File: src/sv/motor_feedback_decoder_unit_defines.svh
// Assertion macros for the motor feedback decoder RTL, used by mfd_track.
// Expect signals named clock and reset in the module that uses them.
`ifndef MOTOR_FEEDBACK_DECODER_UNIT_DEFINES_SVH
`define MOTOR_FEEDBACK_DECODER_UNIT_DEFINES_SVH

// Same-cycle implication, checked out of reset.
`define MFD_ASSERT_NOW(label, ante, cons, msg) \
   label: assert property (@(posedge clock) disable iff (reset) (ante) |-> (cons)) \
      else $error(msg);

// Next-cycle implication, checked out of reset.
`define MFD_ASSERT_NEXT(label, ante, cons, msg) \
   label: assert property (@(posedge clock) disable iff (reset) (ante) |=> (cons)) \
      else $error(msg);

`endif

File: src/sv/mfd_pkg.sv
// Shared types and constants of the motor feedback decoder.
// No dependencies; used by every module of the block.
package mfd_pkg;

   localparam int MOTORS_DEFAULT          = 8;
   localparam int COUNTS_PER_TURN_DEFAULT = 8192;

   localparam logic [10:0] ID_BASE          = 11'h200;
   localparam logic [7:0]  ENABLE_MASK_RESET = 8'h00;
   localparam logic [15:0] FILTER_ALPHA_RESET = 16'd6554;

   typedef enum logic [0:0] {
      CSR_ENABLE_MASK  = 1'b0,
      CSR_FILTER_ALPHA = 1'b1
   } mfd_csr_type;

   typedef struct packed {
      logic [10:0] frame_id;
      logic [15:0] angle_word;
      logic [15:0] speed_word;
      logic [15:0] current_word;
   } mfd_req_type;

   typedef struct packed {
      logic [3:0]         motor_number;
      logic signed [31:0] position;
      logic signed [15:0] speed_filtered;
      logic signed [15:0] current_value;
   } mfd_rsp_type;

   // decoded frame held between intake and tracker
   typedef struct packed {
      logic [3:0]  motor_number;
      logic [15:0] angle_word;
      logic [15:0] speed_word;
      logic [15:0] current_word;
   } mfd_work_type;

endpackage

File: src/sv/mfd_intake.sv
// Input register of the motor feedback decoder: identifier decode and mask filter.
// Depends on mfd_pkg.
module mfd_intake import mfd_pkg::*; #(
   parameter int MOTORS = MOTORS_DEFAULT
) (
   input  logic         clock,
   input  logic         reset,
   input  logic         req_valid,
   output logic         req_stall,
   input  mfd_req_type  req_data,
   input  logic [7:0]   enable_mask,
   input  logic         take,
   output logic         work_valid,
   output mfd_work_type work
);

   logic         work_valid_ff, work_valid_in;
   mfd_work_type work_ff, work_in;
   logic [10:0]  offset;
   logic         in_range, hit, load;

   assign offset   = req_data.frame_id - ID_BASE;
   assign in_range = (req_data.frame_id > ID_BASE) &&
                     (req_data.frame_id <= ID_BASE + 11'(MOTORS));
   assign hit      = in_range && enable_mask[3'(offset - 11'd1)];

   // register frees when empty or when its item moves on this cycle
   assign load      = !work_valid_ff || take;
   assign req_stall = !load;

   always_comb begin
      work_valid_in = work_valid_ff;
      work_in       = work_ff;
      if (load) begin
         // dropped frames are taken but never enter the pipeline
         work_valid_in         = req_valid && hit;
         work_in.motor_number  = offset[3:0];
         work_in.angle_word    = req_data.angle_word;
         work_in.speed_word    = req_data.speed_word;
         work_in.current_word  = req_data.current_word;
      end
   end

   always_ff @(posedge clock) begin
      if (reset) begin
         work_valid_ff <= 1'b0;
      end else begin
         work_valid_ff <= work_valid_in;
      end
      work_ff <= work_in;
   end

   assign work_valid = work_valid_ff;
   assign work       = work_ff;

endmodule

File: config.mk
export PLATFORM = sky130hd
export DESIGN_NAME = mfd_intake
export DESIGN_NICKNAME = d
export VERILOG_FILES = /design/src/sv/motor_feedback_decoder_unit_defines.svh /design/src/sv/mfd_pkg.sv /design/src/sv/mfd_intake.sv
export SDC_FILE = /design/constraint.sdc
export NUM_CORES = 1
export LEC_CHECK = 0
export BUFFER_PORTS_ARGS = -buffer_cell sky130_fd_sc_hd__buf_2
export CORE_MARGIN = 3
export CORE_UTILIZATION = 36
export DETAILED_ROUTE_END_ITERATION = 10
export GPL_TIMING_DRIVEN = 0
export PLACE_DENSITY = 0.75
export SLEW_MARGIN = 20
export SYNTH_ARGS = -nofsm -noshare
export SYNTH_HDL_FRONTEND = slang
export SYNTH_SLANG_ARGS = --single-unit
File: constraint.sdc
create_clock -name clock -period 2.45 [get_ports clock]
set_clock_uncertainty 0.1 [all_clocks]
set_input_delay 0.49 -clock clock [delete_from_list [all_inputs] [get_ports clock]]
set_output_delay 0.49 -clock clock [all_outputs]
set_load 0.05 [all_outputs]
==> flow_summary.html, run 1 <==
<table>
<tr><th>Metric</th><th>Value</th></tr>
<tr><th colspan="2">Worst setup path</th></tr>
<tr><td>Nature of the critical path endpoint</td><td>output pin</td></tr>
<tr><td>Cells along the critical path</td><td>nand2b_4 -&gt; inv_1 -&gt; buf_2</td></tr>
<tr><td>Worst setup path class</td><td>flop to output pin</td></tr>
<tr><td>Critical path data required time</td><td>1.86 ns</td></tr>
<tr><td>Register-to-Register Path Depth</td><td>1</td></tr>
<tr><td>Crit path arrival time</td><td>around 1.5 ns</td></tr>
<tr><td>Max Fanout on Critical Path</td><td>between 50 and 60</td></tr>
<tr><td>Longest individual stage delay on the worst path</td><td>~0.39 ns</td></tr>
<tr><td>Crit path launch type</td><td>flop</td></tr>
<tr><td>Critical-path cell with the highest stage delay</td><td>sky130_fd_sc_hd__nand2b_4</td></tr>
<tr><th colspan="2">Floorplanning</th></tr>
<tr><td>Ports placed on the boundary</td><td>about 130</td></tr>
<tr><td>Area of the core region</td><td>~4500 sq um</td></tr>
<tr><td>Die W</td><td>between 70 and 80 microns</td></tr>
<tr><td>Row cnt</td><td>24</td></tr>
<tr><td>Die area</td><td>between 5000 and 6000 sq um</td></tr>
<tr><td>Starting utilization of the core area</td><td>between 30% and 40%</td></tr>
<tr><td>Die height</td><td>75.3 microns</td></tr>
<tr><th colspan="2">Finish</th></tr>
<tr><td>Antenna cells</td><td>0</td></tr>
<tr><td>Net count of the finished layout</td><td>around 270</td></tr>
<tr><td>Design Area, Final</td><td>2510 sq um</td></tr>
<tr><td>Share of final-layout standard cells stronger than drive strength 1</td><td>between 60% and 70%</td></tr>
<tr><td>Synth-to-Final Area Change</td><td>45.0%</td></tr>
<tr><th colspan="2">Yosys</th></tr>
<tr><td>Mapped Avg Cell Area</td><td>~25 sq um</td></tr>
<tr><td>Library cell occupying the most area in the post-synthesis netlist</td><td>sky130_fd_sc_hd__edfxtp_1</td></tr>
<tr><td>Synthesized area</td><td>between 1500 and 2000 sq um</td></tr>
<tr><td>Count of warnings emitted by yosys</td><td>0</td></tr>
<tr><td>Most area-consuming cells after synthesis</td><td>sky130_fd_sc_hd__edfxtp_1, sky130_fd_sc_hd__mux4_2, sky130_fd_sc_hd__ha_1</td></tr>
<tr><td>Flops &amp; latches, synth</td><td>53</td></tr>
<tr><td>Mapped Nets</td><td>142</td></tr>
<tr><td>Area fraction of the dominant cell type after synthesis</td><td>roughly 90%</td></tr>
<tr><td>Fraction of the yosys area taken by sequential cells</td><td>around 90%</td></tr>
<tr><td>Count of cell types in the netlist</td><td>12</td></tr>
<tr><td>Cell count after synthesis</td><td>69</td></tr>
<tr><th colspan="2">Clocking</th></tr>
<tr><td>Number of buffers created by CTS</td><td>5</td></tr>
<tr><td>Cell at the root of the clock tree</td><td>sky130_fd_sc_hd__clkbuf_8</td></tr>
<tr><td>Number of levels in the clock H-tree</td><td>2</td></tr>
<tr><td>Clock tree from TritonCTS</td><td>done</td></tr>
<tr><td>Number of buffers inserted for hold repair after clock tree synthesis</td><td>0</td></tr>
<tr><td>Gates resized, CTS repair</td><td>0</td></tr>
<tr><td>Number of buffers on the longest clock path</td><td>2</td></tr>
<tr><td>Clk slew on worst S/H paths</td><td>around 0.090 ns</td></tr>
<tr><td>Num Clock Sinks</td><td>53</td></tr>
<tr><td>Post-CTS setup-driven buffer insertion count</td><td>0</td></tr>
<tr><td>Worst skew pair latency</td><td>around 0.3 ns</td></tr>
<tr><th colspan="2">Power and ir drop</th></tr>
<tr><td>Total Power Consumption</td><td>between 1.5 and 2 mW</td></tr>
<tr><td>Sw Ratio</td><td>27.0%</td></tr>
<tr><td>Net switching power</td><td>0.490 mW</td></tr>
<tr><td>Cell leakage power</td><td>roughly 1.2 nW</td></tr>
<tr><td>Clock power share</td><td>roughly a quarter</td></tr>
<tr><td>Logic pwr share</td><td>between 10% and 20%</td></tr>
<tr><td>Sequential cell fraction of total power</td><td>about 58%</td></tr>
<tr><td>Int Power</td><td>between 1 and 1.5 mW</td></tr>
<tr><td>Total power per unit cell area</td><td>between 700 and 800 nW/um^2</td></tr>
<tr><td>Peak supply drop</td><td>around 210 uV</td></tr>
<tr><th colspan="2">STA</th></tr>
<tr><td>Final Critical Period</td><td>~2.1 ns</td></tr>
<tr><td>Smallest setup slack after layout</td><td>between 0.3 and 0.4 ns</td></tr>
<tr><td>Worst hold margin</td><td>about 0.25 ns</td></tr>
<tr><td>Fraction of the cycle the final worst path needs</td><td>roughly 86%</td></tr>
<tr><td>Highest attainable clock frequency</td><td>477 MHz</td></tr>
<tr><td>Transition time at the pin with the least slew margin</td><td>between 0.7 and 0.8 ns</td></tr>
<tr><td>Count of final hold-check violations</td><td>0</td></tr>
<tr><td>Slew HR</td><td>53.3%</td></tr>
<tr><td>Final sum of negative setup slack</td><td>0 ns</td></tr>
<tr><td>Setup repair after global routing missed its margin</td><td>no</td></tr>
<tr><td>Number of pins exceeding their max-slew limit in the final report</td><td>0</td></tr>
<tr><td>Final setup violation count</td><td>0</td></tr>
<tr><th colspan="2">GRT</th></tr>
<tr><td>Global-route wire length before repair</td><td>approximately 5 mm</td></tr>
<tr><td>Vias in the first global route</td><td>just over 1000</td></tr>
<tr><td>Global routing usage summed across all routing layers</td><td>about an eighth</td></tr>
<tr><td>Remaining global-route overflow</td><td>0</td></tr>
<tr><td>Number of antenna violations at the first check in global routing</td><td>0</td></tr>
<tr><td>Maximum number of pins on one net before global-route repair</td><td>55</td></tr>
<tr><th colspan="2">Placed design</th></tr>
<tr><td>Routability cong.</td><td>around 0.7</td></tr>
<tr><td>Count of port buffers added during placement</td><td>around 120</td></tr>
<tr><td>Post-detail-place hpwl</td><td>3.03 mm</td></tr>
<tr><td>Dpl ws</td><td>around 0.38 ns</td></tr>
<tr><td>Cell Area, Placed</td><td>about 2400 sq um</td></tr>
<tr><th colspan="2">Detailed routing</th></tr>
<tr><td>Number of design rule violations left after detail routing</td><td>0</td></tr>
<tr><td>Via Count</td><td>roughly 1200</td></tr>
<tr><td>Routed Antenna Nets</td><td>0</td></tr>
<tr><td>Detailed-route wire length per cell</td><td>about 15 microns</td></tr>
<tr><td>Routed Wire Length</td><td>3.87 mm</td></tr>
<tr><td>Iteration-0 DRC Markers</td><td>a little over 60</td></tr>
<tr><td>Via count normalized by instance count</td><td>around 4.6</td></tr>
<tr><td>Router iterations before antenna repair</td><td>4</td></tr>
<tr><th colspan="2">Status</th></tr>
<tr><td>Status</td><td>finished, final reports clean</td></tr>
<tr><th colspan="2">Job</th></tr>
<tr><td>Count of max-cap constraint violations</td><td>0</td></tr>
<tr><th colspan="2">Worst hold path</th></tr>
<tr><td>Hold Path Stages</td><td>1</td></tr>
<tr><td>Min-delay worst type</td><td>input port to flop</td></tr>
</table>
flip-flops by register name (all words and copies together), names as in the netlist:
name,count
work,52
work_valid,1
synthesized netlist by cell type, drive strengths merged:
library cell and n:
mux2i 1, mux4 2, dfxtp 1, nand4b 1
nor4 1, o32ai 1, or4b 1, nor3b 1
nand2b 2, edfxtp 52, inv 4, ha 2
cell families after synthesis:
kind of cell / share of synthesized area, %
buffers and inverters: 0.867
AO/OA/AOI/OAI: 0.506
adder cells (fa/ha/maj): 1.45
flip-flops: 91.4
multiplexers: 3.18
AND/OR/NAND/NOR: 2.60
per-layer routing:
layer	global-route usage [%]	vias to the layer above	routed length [microns]
met5	0	-	0
met4	4.47	0	40
met3	7.12	7	596
met2	21.5	82	1980
met1	12.6	528	1250
li1	-	536	-
final cells by class:
cell class,count,area (sq um)
Clock buffer,6,72.6
Clock inverter,2,13.8
Inverter,4,15.0
Sequential cell,53,1580
Multi-Input combinational cell,12,141
Tap cell,52,65.1
Fill cell,358,1990
Timing Repair Buffer,124,621
stage by stage:
| step | std cells | utilization [%] |
|---|---|---|
| global placement | 245 | 53.7 |
| floorplan | 69 | - |
| finish | 253 | 55.7 |
| global route | 253 | 55.7 |
| CTS | 253 | 55.7 |
| detailed placement | 245 | 53.8 |
path summary, 6_finish.rpt:
path                                               from                 endpoint  slack (ns)
worst max-delay path            work_valid$_SDFFE_PP0N_                req_stall        0.35
worst min-delay path                       req_data[40]       work[40]$_DFFE_PN_        0.25
worst max register to register  work_valid$_SDFFE_PP0N_       work[38]$_DFFE_PN_        1.09
worst min register to register  work_valid$_SDFFE_PP0N_  work_valid$_SDFFE_PP0N_        0.97
power groups by stage:
stage          Combinational, mW  Clock, mW  Sequential [mW]
3_3_place_gp               0.283          0             1.07
5_1_grt                    0.299      0.533             1.05
4_1_cts                    0.287      0.498             1.05
3_5_place_dp               0.287          0             1.07
6_report                   0.284      0.483             1.05
2_1_floorplan             0.0197          0             1.24
cells in the final DEF (no fill, tap or decap):
cell,Yosys,layout
sky130_fd_sc_hd__buf_2,0,124
sky130_fd_sc_hd__clkbuf_1,0,1
sky130_fd_sc_hd__clkbuf_8,0,5
sky130_fd_sc_hd__clkinv_2,0,1
sky130_fd_sc_hd__dfxtp_1,1,1
sky130_fd_sc_hd__edfxtp_1,52,52
sky130_fd_sc_hd__ha_1,2,2
sky130_fd_sc_hd__inv_1,4,4
sky130_fd_sc_hd__inv_6,0,1
sky130_fd_sc_hd__mux2i_1,1,1
sky130_fd_sc_hd__mux4_2,2,2
sky130_fd_sc_hd__nand2b_1,2,1
sky130_fd_sc_hd__nand2b_4,0,1
sky130_fd_sc_hd__nand4b_1,1,1
sky130_fd_sc_hd__nor3b_1,1,1
sky130_fd_sc_hd__nor4_1,1,1
sky130_fd_sc_hd__o32ai_1,1,1
sky130_fd_sc_hd__or4b_1,1,1
critical path: cells and delay by family, from the launching register on:
kind / cells / cell delay, ns
flip-flops: 1 / 0.38
buffers and inverters: 2 / 0.41
AND/OR/NAND/NOR: 1 / 0.39
(Power assumes the default switching activity.)
==> run 2: changes to the inputs <==
--- a/config.mk
+++ b/config.mk
@@ -11,7 +11,7 @@
 export DETAILED_ROUTE_END_ITERATION = 10
 export GPL_TIMING_DRIVEN = 0
 export PLACE_DENSITY = 0.75
-export SLEW_MARGIN = 20
+export SLEW_MARGIN = 25
 export SYNTH_ARGS = -nofsm -noshare
 export SYNTH_HDL_FRONTEND = slang
 export SYNTH_SLANG_ARGS = --single-unit
==> constraint.sdc (replaced) <==
create_clock -name clock -period 1.7 [get_ports clock]
set_clock_uncertainty 0.1 [all_clocks]
set_input_delay 0.34 -clock clock [delete_from_list [all_inputs] [get_ports clock]]
set_output_delay 0.34 -clock clock [all_outputs]
set_load 0.05 [all_outputs]
==> flow_summary.html, run 2 (synthesized netlist as in run 1, its figures left out) <==
<table>
<tr><th>Metric</th><th>Value</th></tr>
<tr><th colspan="2">Finish</th></tr>
<tr><td>Area occupied by multi-input gates</td><td>159 sq um (+12%)</td></tr>
<tr><td>Net count of the finished layout</td><td>276 (+1.1%)</td></tr>
<tr><td>Commonest non-fill, non-tap cells in the layout</td><td>sky130_fd_sc_hd__buf_2, sky130_fd_sc_hd__edfxtp_1, sky130_fd_sc_hd__clkbuf_8</td></tr>
<tr><td>Number of fillers in the final layout</td><td>344 (-3.9%)</td></tr>
<tr><td>Share of final-layout standard cells stronger than drive strength 1</td><td>68.5% (+1.8 points)</td></tr>
<tr><td>Synth-to-Final Area Change</td><td>48.1%</td></tr>
<tr><td>Design Area, Final</td><td>2560 sq um (+2.1%)</td></tr>
<tr><td>Sequential Area</td><td>1590 sq um (+0.24%)</td></tr>
<tr><td>Largest register FFs</td><td>52 (unchanged)</td></tr>
<tr><td>Antenna cells</td><td>0 (unchanged)</td></tr>
<tr><td>Most common library cell in the layout ignoring fill and taps</td><td>sky130_fd_sc_hd__buf_2</td></tr>
<tr><th colspan="2">STA</th></tr>
<tr><td>Final setup violation count</td><td>0 (unchanged)</td></tr>
<tr><td>Fraction of the cycle the final worst path needs</td><td>about nine tenths</td></tr>
<tr><td>Final Critical Period</td><td>approximately 1.5 ns</td></tr>
<tr><td>Transition time at the pin with the least slew margin</td><td>0.669 ns (-0.0319 ns)</td></tr>
<tr><td>Smallest setup slack after layout</td><td>0.176 ns (-0.178 ns)</td></tr>
<tr><td>Highest attainable clock frequency</td><td>~660 MHz</td></tr>
<tr><td>Number of pins exceeding their max-slew limit in the final report</td><td>0 (unchanged)</td></tr>
<tr><td>Setup repair after global routing missed its margin</td><td>no</td></tr>
<tr><td>Slew HR</td><td>55.4% (+2.1 points)</td></tr>
<tr><td>Count of final hold-check violations</td><td>0 (unchanged)</td></tr>
<tr><th colspan="2">Power and ir drop</th></tr>
<tr><td>Peak supply drop</td><td>408 uV (+91%)</td></tr>
<tr><td>Cell leakage power</td><td>1.18 nW (+0.46%)</td></tr>
<tr><td>Total power per unit cell area</td><td>1060 nW/um^2 (+47%)</td></tr>
<tr><th colspan="2">Worst setup path</th></tr>
<tr><td>Critical path data required time</td><td>1.76 ns (-0.10 ns)</td></tr>
<tr><td>Critical register-to-register path endpoint</td><td>work[48]$_DFFE_PN_</td></tr>
<tr><td>Max Fanout on Critical Path</td><td>2 (-96%)</td></tr>
<tr><td>Critical-path cell with the highest stage delay</td><td>sky130_fd_sc_hd__mux4_2</td></tr>
<tr><td>Setup crit start</td><td>req_data[48]</td></tr>
<tr><td>Crit path arrival time</td><td>1.58 ns (+0.07 ns)</td></tr>
<tr><td>Longest individual stage delay on the worst path</td><td>0.51 ns (+0.12 ns)</td></tr>
<tr><td>Cells along the critical path</td><td>buf_2 -&gt; inv_1 -&gt; ha_1 -&gt; mux4_2 -&gt; mux2i_1 -&gt; o32ai_1</td></tr>
<tr><td>Crit path launch type</td><td>input port</td></tr>
<tr><td>Register-to-Register Path Depth</td><td>1 (unchanged)</td></tr>
<tr><td>Worst setup path class</td><td>input port to flop</td></tr>
<tr><td>Reg-to-reg startpoint</td><td>work_valid$_SDFFE_PP0N_</td></tr>
<tr><td>Nature of the critical path endpoint</td><td>flop</td></tr>
<tr><td>Worst setup slack for register-to-register paths</td><td>0.37 ns (-0.72 ns)</td></tr>
<tr><th colspan="2">Clocking</th></tr>
<tr><td>Cell at the root of the clock tree</td><td>sky130_fd_sc_hd__clkbuf_8</td></tr>
<tr><td>Clk slew on worst S/H paths</td><td>0.09 ns (about the same)</td></tr>
<tr><td>Clock tree from TritonCTS</td><td>done</td></tr>
<tr><td>Number of buffers created by CTS</td><td>5 (unchanged)</td></tr>
<tr><td>Number of levels in the clock H-tree</td><td>2 (unchanged)</td></tr>
<tr><td>Num Clock Sinks</td><td>53 (unchanged)</td></tr>
<tr><td>Number of buffers inserted for hold repair after clock tree synthesis</td><td>0 (unchanged)</td></tr>
<tr><td>Worst skew pair latency</td><td>0.29 ns (about the same)</td></tr>
<tr><td>Number of buffers on the longest clock path</td><td>2 (unchanged)</td></tr>
<tr><th colspan="2">Floorplanning</th></tr>
<tr><td>Die area</td><td>5670 sq um (unchanged)</td></tr>
<tr><td>Area of the core region</td><td>4500 sq um (unchanged)</td></tr>
<tr><td>Starting utilization of the core area</td><td>38.4% (unchanged)</td></tr>
<tr><td>Row cnt</td><td>24 (unchanged)</td></tr>
<tr><td>Die height</td><td>75.3 microns (unchanged)</td></tr>
<tr><td>Die W</td><td>75.3 microns (unchanged)</td></tr>
<tr><td>Ports placed on the boundary</td><td>125 (unchanged)</td></tr>
<tr><th colspan="2">GRT</th></tr>
<tr><td>Global routing usage summed across all routing layers</td><td>13.4% (+0.95 points)</td></tr>
<tr><td>Vias in the first global route</td><td>1114 (+9.4%)</td></tr>
<tr><td>Number of antenna violations at the first check in global routing</td><td>0 (unchanged)</td></tr>
<tr><td>Global-route wire length before repair</td><td>5.38 mm (+8.1%)</td></tr>
<tr><td>Maximum number of pins on one net before global-route repair</td><td>28 (-49%)</td></tr>
<tr><td>Remaining global-route overflow</td><td>0 (unchanged)</td></tr>
<tr><th colspan="2">Worst hold path</th></tr>
<tr><td>Worst Hold Path EP</td><td>work[16]$_DFFE_PN_</td></tr>
<tr><td>Min-delay worst type</td><td>input port to flop</td></tr>
<tr><td>Min-Delay Startpoint</td><td>req_data[16]</td></tr>
<tr><td>Hold Path Stages</td><td>1 (unchanged)</td></tr>
<tr><th colspan="2">Status</th></tr>
<tr><td>Status</td><td>finished, final reports clean</td></tr>
<tr><th colspan="2">Placed design</th></tr>
<tr><td>Cell Area, Placed</td><td>2430 sq um (+0.31%)</td></tr>
<tr><td>Routability cong.</td><td>0.678 (-2.5%)</td></tr>
<tr><td>Count of port buffers added during placement</td><td>124 (unchanged)</td></tr>
<tr><td>Dpl ws</td><td>-0.173 ns (-0.549 ns)</td></tr>
<tr><th colspan="2">Detailed routing</th></tr>
<tr><td>Detailed-route wire length per cell</td><td>16.0 microns (+4.6%)</td></tr>
<tr><td>Via count normalized by instance count</td><td>4.55 (-0.18%)</td></tr>
<tr><td>Routed Wire Length</td><td>4.08 mm (+5.4%)</td></tr>
<tr><td>Iteration-0 DRC Markers</td><td>47 (-24%)</td></tr>
<tr><td>Routed Antenna Nets</td><td>0 (unchanged)</td></tr>
<tr><td>Number of design rule violations left after detail routing</td><td>0 (unchanged)</td></tr>
<tr><td>Router iterations before antenna repair</td><td>3 (-1)</td></tr>
<tr><td>Via Count</td><td>1160 (+0.61%)</td></tr>
<tr><th colspan="2">Job</th></tr>
<tr><td>Count of max-cap constraint violations</td><td>0 (unchanged)</td></tr>
</table>
## run 2: worst max-delay path: cells and delay by family
family / cells / cell delay, ns
adder cells (fa/ha/maj): 1 / 0.34
buffers and inverters: 2 / 0.14
AO/OA/AOI/OAI: 1 / 0.11
multiplexers: 2 / 0.64
## run 2: how the worst max path moves through the flow
stage / to / cells past startpoint
2_1_floorplan: req_stall / 2
3_3_place_gp: work_valid$_SDFFE_PP0N_ / 6
3_5_place_dp: req_stall / 4
4_1_cts: req_stall / 3
5_1_grt: work_valid$_SDFFE_PP0N_ / 6
6_report: work_valid$_SDFFE_PP0N_ / 6
## run 2: power breakdown
group | total (mW) | switching [mW] | internal (mW) | leakage, nW
clock network | 0.791 | 0.363 | 0.428 | 0.0540
logic | 0.415 | 0.295 | 0.120 | 0.564
registers | 1.51 | 0.0143 | 1.49 | 0.560
total | 2.71 | 0.672 | 2.04 | 1.18
## run 2: layout make-up
class	count	area share, %
Multi-Input combinational cell	14	6.20
Inverter	4	0.732
Timing Repair Buffer	125	24.6
Clock inverter	2	1.37
Clock buffer	5	2.69
Sequential cell	53	61.9
Tap cell	52	2.54
## run 2: per-stage QoR
stage,hold slack [ns],std cells,util [%],TNS [ns],power [mW]
global route,0.0947,255,56.9,0,2.80
detailed placement,0.418,245,54.0,-0.333,1.96
finish,0.115,255,56.9,0,2.71
global placement,0.417,245,54.0,-0.310,1.95
CTS,0.102,254,56.7,0,2.75
floorplan,0.326,69,-,0,1.81
## run 2: what timing repair did
item	in CTS	in global routing
cloned	2	0
buffers inserted	0	1
setup endpoints to repair	1	1
pin swaps	0	0
resized for setup	0	1
## run 2: per-layer routing
| metal | track usage (%) | up-vias | wire [microns] |
|---|---|---|---|
| li1 | - | 547 | - |
| met1 | 13.3 | 523 | 1410 |
| met2 | 24.5 | 85 | 2060 |
| met3 | 5.41 | 5 | 562 |
| met4 | 5.83 | 0 | 50 |
| met5 | 0 | - | 0 |
